==> src/design/pip_pkg.sv <==
// Shared types for the point-in-polygon tester.
// Holds the input mode codes, controller states and the control/status words
// between controller and datapath. No dependencies.
package pip_pkg;

    typedef enum logic [1:0] {
        MODE_CLEAR  = 2'd0,
        MODE_APPEND = 2'd1,
        MODE_TEST   = 2'd2
    } t_mode;

    typedef enum logic [1:0] {
        S_IDLE,
        S_SCAN,
        S_DRAIN,
        S_RESULT
    } t_state;

    // Controller to datapath
    typedef struct packed {
        logic clear;       // empty the vertex store, drop the overflow flag
        logic append;      // store the input word as a vertex
        logic start;       // latch the test point, zero the crossing parity
        logic rd_en;       // read one vertex from the store
        logic rd_first;    // this read only primes the previous-vertex register
        logic res_ld;      // load the result register
        logic res_parity;  // result takes the crossing parity, else zero
    } t_cmd;

    // Datapath to controller
    typedef struct packed {
        logic few;         // fewer than three vertices stored
        logic pipe_empty;  // no edge in flight
    } t_sts;

    localparam int MIN_VERTICES = 3;
    localparam int COUNT_OUT_W  = 7;

endpackage

==> src/design/pip_ctrl.sv <==
// Controller for the point-in-polygon tester: handshakes and edge sequencing.
// Depends on pip_pkg; drives pip_dp through t_cmd and reads back t_sts.
module pip_ctrl #(
    parameter int MAX_VERTICES = 64
) (
    input  logic                              i_clk,
    input  logic                              i_rst_n,
    input  logic                              i_in_valid,
    output logic                              o_in_ready,
    input  logic [1:0]                        i_mode,
    output logic                              o_out_valid,
    input  logic                              i_out_ready,
    input  pip_pkg::t_sts                     i_sts,
    input  logic [$clog2(MAX_VERTICES)-1:0]   i_last_addr,
    output pip_pkg::t_cmd                     o_cmd,
    output logic [$clog2(MAX_VERTICES)-1:0]   o_rd_addr
);
    import pip_pkg::*;

    localparam int AW = $clog2(MAX_VERTICES);

    t_state          r_state, n_state;
    logic [AW-1:0]   r_idx, n_idx;
    logic            r_first, n_first;
    logic            r_out_vld, n_out_vld;
    logic            out_free;
    logic            in_acc;

    assign out_free    = !r_out_vld || i_out_ready;
    assign o_in_ready  = (r_state == S_IDLE) && out_free;
    assign in_acc      = i_in_valid && o_in_ready;
    assign o_out_valid = r_out_vld;
    assign o_rd_addr   = r_idx;

    always_ff @(posedge i_clk) begin
        if (!i_rst_n) begin
            r_state   <= S_IDLE;
            r_idx     <= '0;
            r_first   <= 1'b0;
            r_out_vld <= 1'b0;
        end else begin
            r_state   <= n_state;
            r_idx     <= n_idx;
            r_first   <= n_first;
            r_out_vld <= n_out_vld;
        end
    end

    always_comb begin
        n_state   = r_state;
        n_idx     = r_idx;
        n_first   = r_first;
        n_out_vld = r_out_vld;
        o_cmd     = '0;
        if (r_out_vld && i_out_ready) begin
            n_out_vld = 1'b0;
        end
        unique case (r_state)
            S_IDLE: begin
                if (in_acc) begin
                    case (i_mode)
                        MODE_CLEAR:  o_cmd.clear  = 1'b1;
                        MODE_APPEND: o_cmd.append = 1'b1;
                        default:     ;
                    endcase
                    if (i_mode == MODE_TEST && !i_sts.few) begin
                        // walk from the closing vertex round to the last one
                        o_cmd.start = 1'b1;
                        n_idx       = i_last_addr;
                        n_first     = 1'b1;
                        n_state     = S_SCAN;
                    end else begin
                        o_cmd.res_ld = 1'b1;
                        n_out_vld    = 1'b1;
                    end
                end
            end
            S_SCAN: begin
                o_cmd.rd_en    = 1'b1;
                o_cmd.rd_first = r_first;
                n_first        = 1'b0;
                if (r_first) begin
                    n_idx = '0;
                end else if (r_idx == i_last_addr) begin
                    n_state = S_DRAIN;
                end else begin
                    n_idx = r_idx + 1'b1;
                end
            end
            S_DRAIN: begin
                if (i_sts.pipe_empty) begin
                    n_state = S_RESULT;
                end
            end
            S_RESULT: begin
                if (out_free) begin
                    o_cmd.res_ld     = 1'b1;
                    o_cmd.res_parity = 1'b1;
                    n_out_vld        = 1'b1;
                    n_state          = S_IDLE;
                end
            end
            default: n_state = S_IDLE;
        endcase
    end

endmodule

==> src/design/pip_dp.sv <==
// Datapath for the point-in-polygon tester: vertex store, count, overflow flag,
// edge pipeline (span check, two products, compare) and crossing parity.
// Depends on pip_pkg; commanded by pip_ctrl.
module pip_dp #(
    parameter int MAX_VERTICES = 64,
    parameter int COORD_BITS   = 16
) (
    input  logic                              i_clk,
    input  logic                              i_rst_n,
    input  pip_pkg::t_cmd                     i_cmd,
    input  logic [$clog2(MAX_VERTICES)-1:0]   i_rd_addr,
    input  logic [15:0]                       i_x,
    input  logic [15:0]                       i_y,
    output pip_pkg::t_sts                     o_sts,
    output logic [$clog2(MAX_VERTICES)-1:0]   o_last_addr,
    output logic                              o_inside,
    output logic [pip_pkg::COUNT_OUT_W-1:0]   o_count,
    output logic                              o_overflow
);
    import pip_pkg::*;

    localparam int AW    = $clog2(MAX_VERTICES);
    localparam int CNT_W = $clog2(MAX_VERTICES + 1);
    localparam int CW    = COORD_BITS;
    localparam int DW    = CW + 1;
    localparam int PW    = 2 * DW;

    logic signed [CW-1:0] mem_x [MAX_VERTICES];
    logic signed [CW-1:0] mem_y [MAX_VERTICES];

    logic [CNT_W-1:0]     r_count;
    logic                 r_ovf;
    logic                 r_inside;
    logic                 r_parity;
    logic signed [CW-1:0] r_px, r_py;

    logic                 r_rd_vld, r_rd_first;
    logic signed [CW-1:0] r_rd_x, r_rd_y;
    logic signed [CW-1:0] r_prev_x, r_prev_y;

    logic                 r_e_vld, r_e_ok;
    logic signed [DW-1:0] r_da, r_db, r_dc, r_dd;

    logic                 r_p_vld, r_p_ok;
    logic signed [PW-1:0] r_p1, r_p2;

    logic [31:0]          x_wide, y_wide;
    logic signed [CW-1:0] x_c, y_c;
    logic                 full;
    logic [CNT_W-1:0]     cnt_m1;
    logic [31:0]          cnt_wide;

    // take the low COORD_BITS of each field as two's complement
    assign x_wide = {16'd0, i_x};
    assign y_wide = {16'd0, i_y};
    assign x_c    = x_wide[CW-1:0];
    assign y_c    = y_wide[CW-1:0];

    assign full        = (r_count == CNT_W'(MAX_VERTICES));
    assign cnt_m1      = r_count - CNT_W'(1);
    assign o_last_addr = cnt_m1[AW-1:0];
    assign cnt_wide    = 32'(r_count);
    assign o_count     = cnt_wide[COUNT_OUT_W-1:0];
    assign o_overflow  = r_ovf;
    assign o_inside    = r_inside;

    assign o_sts.few        = (r_count < CNT_W'(MIN_VERTICES));
    assign o_sts.pipe_empty = !r_rd_vld && !r_e_vld && !r_p_vld;

    // vertex store
    always_ff @(posedge i_clk) begin
        if (i_cmd.append && !full) begin
            mem_x[r_count[AW-1:0]] <= x_c;
            mem_y[r_count[AW-1:0]] <= y_c;
        end
        if (i_cmd.rd_en) begin
            r_rd_x <= mem_x[i_rd_addr];
            r_rd_y <= mem_y[i_rd_addr];
        end
    end

    always_ff @(posedge i_clk) begin
        if (!i_rst_n) begin
            r_count <= '0;
            r_ovf   <= 1'b0;
        end else if (i_cmd.clear) begin
            r_count <= '0;
            r_ovf   <= 1'b0;
        end else if (i_cmd.append) begin
            if (full) begin
                r_ovf <= 1'b1;
            end else begin
                r_count <= r_count + CNT_W'(1);
            end
        end
    end

    // edge stage: orient the edge, check the span, form the differences
    logic                 e_ok;
    logic signed [CW-1:0] xl, yl, xu, yu;
    always_comb begin
        if (r_prev_y < r_rd_y) begin
            xl = r_prev_x; yl = r_prev_y; xu = r_rd_x; yu = r_rd_y;
        end else begin
            xl = r_rd_x; yl = r_rd_y; xu = r_prev_x; yu = r_prev_y;
        end
        e_ok = (r_prev_y != r_rd_y) && (r_py > yl) && (r_py <= yu);
    end

    always_ff @(posedge i_clk) begin
        if (!i_rst_n) begin
            r_rd_vld <= 1'b0;
            r_e_vld  <= 1'b0;
            r_p_vld  <= 1'b0;
            r_parity <= 1'b0;
        end else begin
            r_rd_vld <= i_cmd.rd_en;
            r_e_vld  <= r_rd_vld && !r_rd_first;
            r_p_vld  <= r_e_vld;
            if (i_cmd.start) begin
                r_parity <= 1'b0;
            end else if (r_p_vld && r_p_ok && (r_p1 < r_p2)) begin
                r_parity <= !r_parity;
            end
        end
    end

    always_ff @(posedge i_clk) begin
        r_rd_first <= i_cmd.rd_first;
        if (i_cmd.start) begin
            r_px <= x_c;
            r_py <= y_c;
        end
        if (r_rd_vld) begin
            r_prev_x <= r_rd_x;
            r_prev_y <= r_rd_y;
        end
        r_e_ok <= e_ok;
        r_da   <= {r_px[CW-1], r_px} - {xl[CW-1], xl};
        r_db   <= {yu[CW-1], yu} - {yl[CW-1], yl};
        r_dc   <= {r_py[CW-1], r_py} - {yl[CW-1], yl};
        r_dd   <= {xu[CW-1], xu} - {xl[CW-1], xl};
        // crossing when (px-xl)*(yu-yl) < (py-yl)*(xu-xl)
        r_p_ok <= r_e_ok;
        r_p1   <= r_da * r_db;
        r_p2   <= r_dc * r_dd;
        if (i_cmd.res_ld) begin
            r_inside <= i_cmd.res_parity && r_parity;
        end
    end

endmodule

==> src/design/point_in_polygon_test_top.sv <==
// Top level of the point-in-polygon tester.
// Depends on pip_pkg, pip_ctrl and pip_dp.
//
// Input stream (s_axis): one word per command. tuser carries the mode (clear,
// append vertex, test point); tdata carries x and y as 16-bit two's complement.
// Output stream (m_axis): exactly one word per input word, in order, carrying
// the inside flag, the stored vertex count and the sticky overflow flag.
//
// Clear and append finish in the cycle they are taken; their result is valid on
// the next cycle. A test with n stored vertices reads the store once per cycle,
// n + 1 reads, then drains a four-stage edge pipeline (store read, span check,
// multiply, compare) before its result appears. A test on fewer than three
// vertices answers at once. One word is worked on at a time.
//
// Reset (synchronous, active low) empties the store and clears the overflow
// flag and the output valid flag. When the receiver stalls, the result holds in
// the output register; a new word is still taken if that register is being
// emptied in the same cycle, otherwise s_axis_tready stays low.
module point_in_polygon_test_top #(
    parameter int MAX_VERTICES = 64,
    parameter int COORD_BITS   = 16
) (
    input  logic        i_clk,
    input  logic        i_rst_n,
    input  logic        s_axis_tvalid,
    output logic        s_axis_tready,
    input  logic [31:0] s_axis_tdata,   // [15:0] point_x, [31:16] point_y
    input  logic [1:0]  s_axis_tuser,   // [1:0] mode
    output logic        m_axis_tvalid,
    input  logic        m_axis_tready,
    output logic [15:0] m_axis_tdata    // [0] inside_res, [7:1] vertex_count,
                                        // [8] overflow, [15:9] zero
);
    import pip_pkg::*;

    localparam int AW = $clog2(MAX_VERTICES);

    t_cmd                    cmd;
    t_sts                    sts;
    logic [AW-1:0]           rd_addr;
    logic [AW-1:0]           last_addr;
    logic                    pt_in;
    logic [COUNT_OUT_W-1:0]  count;
    logic                    overflow;

    pip_ctrl #(
        .MAX_VERTICES (MAX_VERTICES)
    ) u_ctrl (
        .i_clk       (i_clk),
        .i_rst_n     (i_rst_n),
        .i_in_valid  (s_axis_tvalid),
        .o_in_ready  (s_axis_tready),
        .i_mode      (s_axis_tuser),
        .o_out_valid (m_axis_tvalid),
        .i_out_ready (m_axis_tready),
        .i_sts       (sts),
        .i_last_addr (last_addr),
        .o_cmd       (cmd),
        .o_rd_addr   (rd_addr)
    );

    pip_dp #(
        .MAX_VERTICES (MAX_VERTICES),
        .COORD_BITS   (COORD_BITS)
    ) u_dp (
        .i_clk       (i_clk),
        .i_rst_n     (i_rst_n),
        .i_cmd       (cmd),
        .i_rd_addr   (rd_addr),
        .i_x         (s_axis_tdata[15:0]),
        .i_y         (s_axis_tdata[31:16]),
        .o_sts       (sts),
        .o_last_addr (last_addr),
        .o_inside    (pt_in),
        .o_count     (count),
        .o_overflow  (overflow)
    );

    assign m_axis_tdata = {7'd0, overflow, count, pt_in};

endmodule
==> config.mk <==
export PLATFORM = sky130hd
export DESIGN_NAME = point_in_polygon_test_top
export DESIGN_NICKNAME = d
export VERILOG_FILES = /design/src/design/pip_pkg.sv /design/src/design/pip_ctrl.sv /design/src/design/pip_dp.sv /design/src/design/point_in_polygon_test_top.sv
export SDC_FILE = /design/constraint.sdc
export NUM_CORES = 2
export LEC_CHECK = 0
export BUFFER_PORTS_ARGS = -buffer_cell sky130_fd_sc_hd__buf_4
export CORE_MARGIN = 1
export CORE_UTILIZATION = 64
export CTS_CLUSTER_SIZE = 12
export DETAILED_ROUTE_END_ITERATION = 8
export PLACE_DENSITY_LB_ADDON = 0.08
export SYNTH_ARGS = -nofsm -noshare
export SYNTH_HDL_FRONTEND = slang
export SYNTH_SLANG_ARGS = --single-unit
==> constraint.sdc <==
create_clock -name i_clk -period 6.7 [get_ports i_clk]
set_input_delay 1.34 -clock i_clk [delete_from_list [all_inputs] [get_ports i_clk]]
set_output_delay 1.34 -clock i_clk [all_outputs]
set_load 0.02 [all_outputs]
### Word-level counts from Yosys, hierarchy flattened

Memories as Yosys holds them, arrays and structs flattened. A register that Yosys moved wholly into a read port is not among the register bits.
Index checks and enable logic that the tools add are counted.

* output and inout bits: 18
* memories: 2
* ROM bits: 0
* bits in latches: 0
* register bits: 226
* logic and storage cells: 126
* input port bits: 38
* memory bits (writable): 2048

* divide/modulo/power cells: 0
* $lt $le $gt $ge: 5
* add/sub/neg operators: 7
* equality and inequality tests: 15
* muxes and demuxes: 37
* bitwise gates (word level): 2
* shift operators: 0
* reduce and logical (&&, ||, !) cells: 32
* $mul: 2

Memories
* u_dp.mem_x: depth 64, bits a word 16, rd ports 1, clocked after memory_dff 1, write ports 1, line pip_dp.sv:28 `logic signed [CW-1:0] mem_x [MAX_VERTICES];`
* u_dp.mem_y: depth 64, bits a word 16, rd ports 1, clocked after memory_dff 1, write ports 1, line pip_dp.sv:29 `logic signed [CW-1:0] mem_y [MAX_VERTICES];`

Operator list (count)
* 17-bit by 17-bit multiplier with 34-bit output: 2
* 16-bit by 16-bit subtractor with 17-bit output: 4
* 16-bit two-way mux: 4
* 34-bit less-than comparator: 1
* 6-bit two-way mux: 4
* 16-bit > comparator: 1
* 16-bit less-or-equal comparator: 1
* 16-bit less-than comparator: 1
* 2-bit two-way mux: 8
* 16-bit != test: 1
* 1-bit two-way mux: 14
* 1-bit logical AND: 13
* 6-bit case mux with 2 select lines: 1
* 1-bit zero test: 8
* 2-bit case mux with 4 select lines: 1
* 7-bit by 1-bit adder with 7-bit output (second input constant): 1
* 7-bit equality test (second input constant): 1
* 7-bit by 2-bit less-than comparator with 1-bit output (second input constant): 1
* 6-bit by 1-bit adder with 6-bit output (second input constant): 1
* 2-bit equality test (second input constant): 3
* 6-bit equality test: 1
* 3-bit two-way mux: 2
* 2-bit by 1-bit != test with 1-bit output (second input constant): 3
* 2-bit != test (second input constant): 3
* 13 further kinds: 20

### Depth between registers and ports, before layout

* depth after elaboration: 9
* depth in mapped cells: 28

### Modules after synthesis

A second synthesis with hierarchy kept.

* cell total of the unflattened synthesis: 6514
* area, all modules: 111557.0 µm²

Modules (own cells, without submodules)
* pip_dp: seq. area each 67434.7 µm², times used 1, area an instance 110686.2 µm², cells each 6407
* pip_ctrl: seq. area each 200.2 µm², times used 1, area an instance 799.5 µm², cells each 97
* point_in_polygon_test_top: seq. area each 0.0 µm², times used 1, area an instance 71.3 µm², cells each 10

### Worst setup path after synthesis

Ideal clock, no wire load.

* path type: flip-flop to flip-flop
* from: register u_dp.r_db[8]
* to: register u_dp.r_p1[32]
* period minus slack after synthesis: 6.167 ns
* data arrival time: 6.095 ns
* slack: 0.533 ns
* stages on the path, launching flop included: 24
* data required time: 6.628 ns
* library setup time: 0.072 ns
* cells stage by stage: dfxtp_1 -> clkbuf_1 -> clkbuf_1 -> nand2_1 -> fa_1 -> inv_1 -> fa_1 -> fa_1 -> fa_1 -> fa_1 -> inv_1 -> fa_1 -> inv_1 -> ha_1 -> a21o_1 -> a21o_1 -> a21oi_1 -> o21a_1 -> nor2_1 -> o32a_1 -> a2111o_1 -> a21o_1 -> a21oi_1 -> xnor2_1

* longest elaborated chain between the ends: 1

Ends and longest elaborated chain
* start, declared: line pip_dp.sv:42 `logic signed [DW-1:0] r_da, r_db, r_dc, r_dd;`
* start signal, assigned: line pip_dp.sv:140 `r_db <= {yu[CW-1], yu} - {yl[CW-1], yl};`
* 17-bit by 17-bit multiplier with 34-bit output: line pip_dp.sv:145 `r_p1 <= r_da * r_db;`
* end signal, assigned: line pip_dp.sv:145
* end, declared: line pip_dp.sv:45 `logic signed [PW-1:0] r_p1, r_p2;`

Every way passes these cells.
A chain may end at the register's enable or synchronous reset.

### Worst setup path after layout

* from: register u_dp.r_dc[13]
* to: register u_dp.r_p2[24]

* longest elaborated chain between the ends: 1

Ends and longest elaborated chain
* start, declared: line pip_dp.sv:42
* start signal, assigned: line pip_dp.sv:141 `r_dc <= {r_py[CW-1], r_py} - {yl[CW-1], yl};`
* 17-bit by 17-bit multiplier with 34-bit output: line pip_dp.sv:146 `r_p2 <= r_dc * r_dd;`
* end signal, assigned: line pip_dp.sv:146
* end, declared: line pip_dp.sv:45

Every way passes these cells.

==> metrics.md <==
| Metric | Value |
|---|---|
| Vias in the first global route | `64800` |
| RSZ-0062 raised after global routing | `no` |
| Pre-Repair DR Iteration Count | `7` |
| Worst slew pin tran | `1350 ps` |
| Overflow after GRT | `0` |
| Via density | `6.40` |
| DR WL/cell | `28.9 µm` |
| Max Freq | `0.155 GHz` |
| Global Route Usage Sum | `0.329` |
| Drt drc | `0` |
| ANT nets after route | `0` |
| Area share of and/or/nand/nor cells after synthesis | `0.0510` |
| Critical Path End Type | `flop` |
| Port Buffers | `48` |
| Non-filler cells, final | `9940` |
| R2R Setup Slk | `250 ps` |
| Adder-cell share of the synthesized area | `0.138` |
| DRT iter0 DRCs | `6458` |
| Routability Congestion | `0.932` |
| Post-layout power | `33.0 mW` |
| Status | `finished clean` |
| Starting Density | `0.646` |
| Largest family of logic cells by synthesized area | `adder cells` |
| Most frequent cell after synthesis | `edfxtp_1` |
| Final setup violating endpoints | `0` |
| Ys flop type | `edfxtp_1` |
| Clock root buffer | `clkbuf_16` |
| Num ports | `56` |
| CTS tree | `built` |
| Yosys warns | `0` |
| Mux share of post-synthesis cell area | `0.106` |
| Post-CTS Repair Setup Buffers | `0` |
| Share of post-route cells with drive strength above 1 | `0.122` |
| Cell area power density | `267 nW/µm²` |
| Final worst-path cycle share | `0.963` |
| Largest net degree at the start of global routing | `123` |
| Final Max Slew Viols | `0` |
| DP HPWL | `182000 µm` |
| CP required | `7370 ps` |
| Mean post-synth cell area | `15.3 µm²` |
| Netlist Area Pre-Place | `113000 µm²` |
| Nets | `8384` |
| Sequential-to-total area share from yosys stat | `0.600` |
| CTS Hold Bufs | `0` |
| Worst min path class | `flop to flop` |
| # rows | `153` |
| Post-Syn Instances | `7357` |
| Clock Latency Late Sink | `880 ps` |
| CP Data Arrival Time | `7120 ps` |
| Post-synth EDFFs | `2145` |
| First-pass GRT wire length | `424000 µm` |
| Clock slew at reported path FFs | `60 ps` |
| CP Launch Type | `flop` |
| Slew margin rel. | `0.102` |
| Async SR Flop Fraction | `0` |
| Die Width | `422 µm` |
| Antenna violations before repair | `21` |
| Leading area contributor after synthesis | `edfxtp_1` |
| Endpoints failing hold | `0` |
| Post-synth top area share | `0.572` |
| Setup TNS | `0 ps` |
| Dpl cells | `9573` |
| Leakage Power | `43.0 nW` |
| Maximum capacitance violations | `0` |
| Crit path kind | `flop to flop` |
| Max clock buf depth | `3` |
| Total Wirelength | `287000 µm` |
| Cell variety after synth | `85` |
| Vias | `63700` |
| Maximum VDD drop | `0.280 mV` |
| Ranking of synthesized cells by area | `edfxtp_1, fa_1, mux4_2` |
| Synth Area in XOR/XNOR | `0.0116` |
| CP max FO | `17` |
| #FFs+latches synth | `2306` |
| Finished Core Util | `0.708` |
| Core Area | `174000 µm²` |
| Die ar. | `178000 µm²` |
| CTS Buf Count | `225` |
| Compound-Gate Fraction of Synth Area | `0.0572` |
| Die height | `422 µm` |
| Clock skew | `91.9 ps` |
| Layout area overhead | `9.58%` |
| Top cells by count, synth | `edfxtp_1, inv_1, fa_1` |
| H-tree depth | `4` |
| Clk sinks | `2306` |
| Fin crit period | `6450 ps` |
[logic make-up after synthesis]
family,Yosys count
buf+inv,1059
xor+xnor,149
compound gates,933
fa+ha+maj,889
simple gates,1204
other cells,1
mux,816
flops,2306
[state kept, by name, summed over array words and instances (netlist names), 2 cells and up]
| register | flops |
|---|---|
| u_dp.r_rd_y | 16 |
| u_ctrl.o_rd_addr | 6 |
| u_dp.r_db | 17 |
| u_dp.r_p2 | 34 |
| u_dp.mem_y | 1024 |
| u_dp.r_da | 17 |
| u_dp.r_py | 16 |
| u_dp.r_prev_y | 16 |
| u_ctrl.r_state | 2 |
| u_dp.r_px | 16 |
| u_dp.r_dd | 17 |
| u_dp.r_p1 | 34 |
| u_dp.r_prev_x | 16 |
| u_dp.r_rd_x | 16 |
| u_dp.o_count | 7 |
| u_dp.r_dc | 17 |
| u_dp.mem_x | 1024 |
[final cells by class]
class,count,area [µm²]
well taps,2325,2910
inverters,718,2700
repair buffers,226,1870
multi-input cells,3998,41500
diodes,15,37.5
clock inverters,46,656
clock buffers,306,6080
fillers,11200,50900
flip-flops and latches,2306,67700
[per-stage QoR]
| stage | instance area, µm² | worst slack (ps) | hold WS [ps] |
|---|---|---|---|
| after floorplan | 113000 | 533 | 310 |
| after global placement | 117000 | 74.5 | 315 |
| after detailed placement | 117000 | 68.1 | 312 |
| after CTS | 123000 | 60.3 | 303 |
| after global routing | 123000 | 9.54 | 307 |
| final | 123000 | 247 | 303 |
[worst max-delay path, cell delays in order (launching register included)]
cell	delay [ps]
dfxtp_1	770
nand2_1	170
fa_1	540
fa_1	520
fa_1	520
inv_1	60
fa_1	490
fa_1	490
inv_1	50
fa_1	480
inv_1	50
ha_1	380
nand2_1	80
o31ai_1	680
a31oi_2	270
nor2b_1	210
o31a_1	190
o41ai_2	80
xnor2_1	290
[timing repair]
| action | 4_1_cts | 5_1_grt |
|---|---|---|
| resized for setup | 0 | 16 |
| setup endpoints to repair | 0 | 7 |
| hold endpoints to repair | 0 | 0 |
[where the power goes]
part,switching [mW],internal (mW)
sequential,0.150,16.0
combinational,3.05,2.05
clock,5.29,6.47
[layer usage]
layer / GRT usage / up-vias / share of wire
met3: 0.0530 / 570 / 0.081
met2: 0.540 / 2937 / 0.49
met5: 0 / - / 0.00035
li1: - / 27300 / -
met1: 0.436 / 32900 / 0.38
met4: 0.150 / 16 / 0.051
[worst paths after layout]
kind	start	to	cells past startpoint
max	u_dp.r_dc[13]	u_dp.r_p2[24]	18
min	u_dp.r_e_ok	u_dp.r_p_ok	0
max reg2reg	u_dp.r_dc[13]	u_dp.r_p2[24]	18
min reg2reg	u_dp.r_e_ok	u_dp.r_p_ok	0
[placed cells by master (no fill, tap or decap), types with 26 or more instances in the layout]
cell | netlist | final
dfxtp_1 | 161 | 142
nor2b_1 | 43 | 43
buf_4 | 11 | 212
mux2i_1 | 511 | 511
nand2_1 | 481 | 480
xor2_1 | 43 | 43
a21oi_1 | 272 | 272
fa_1 | 594 | 594
clkbuf_1 | 245 | 67
mux4_2 | 302 | 302
nand2b_1 | 39 | 38
nand3_1 | 33 | 33
a21o_1 | 58 | 58
nor2_1 | 225 | 162
xnor2_1 | 106 | 106
o221ai_1 | 249 | 248
o21ai_0 | 77 | 77
edfxtp_1 | 2145 | 2145
o21a_1 | 26 | 26
clkbuf_16 | 0 | 227
inv_1 | 717 | 715
o22ai_1 | 127 | 127
and2_1 | 304 | 304
nor2_4 | 1 | 64
ha_1 | 277 | 276
Power figures use the tool's default switching activity.
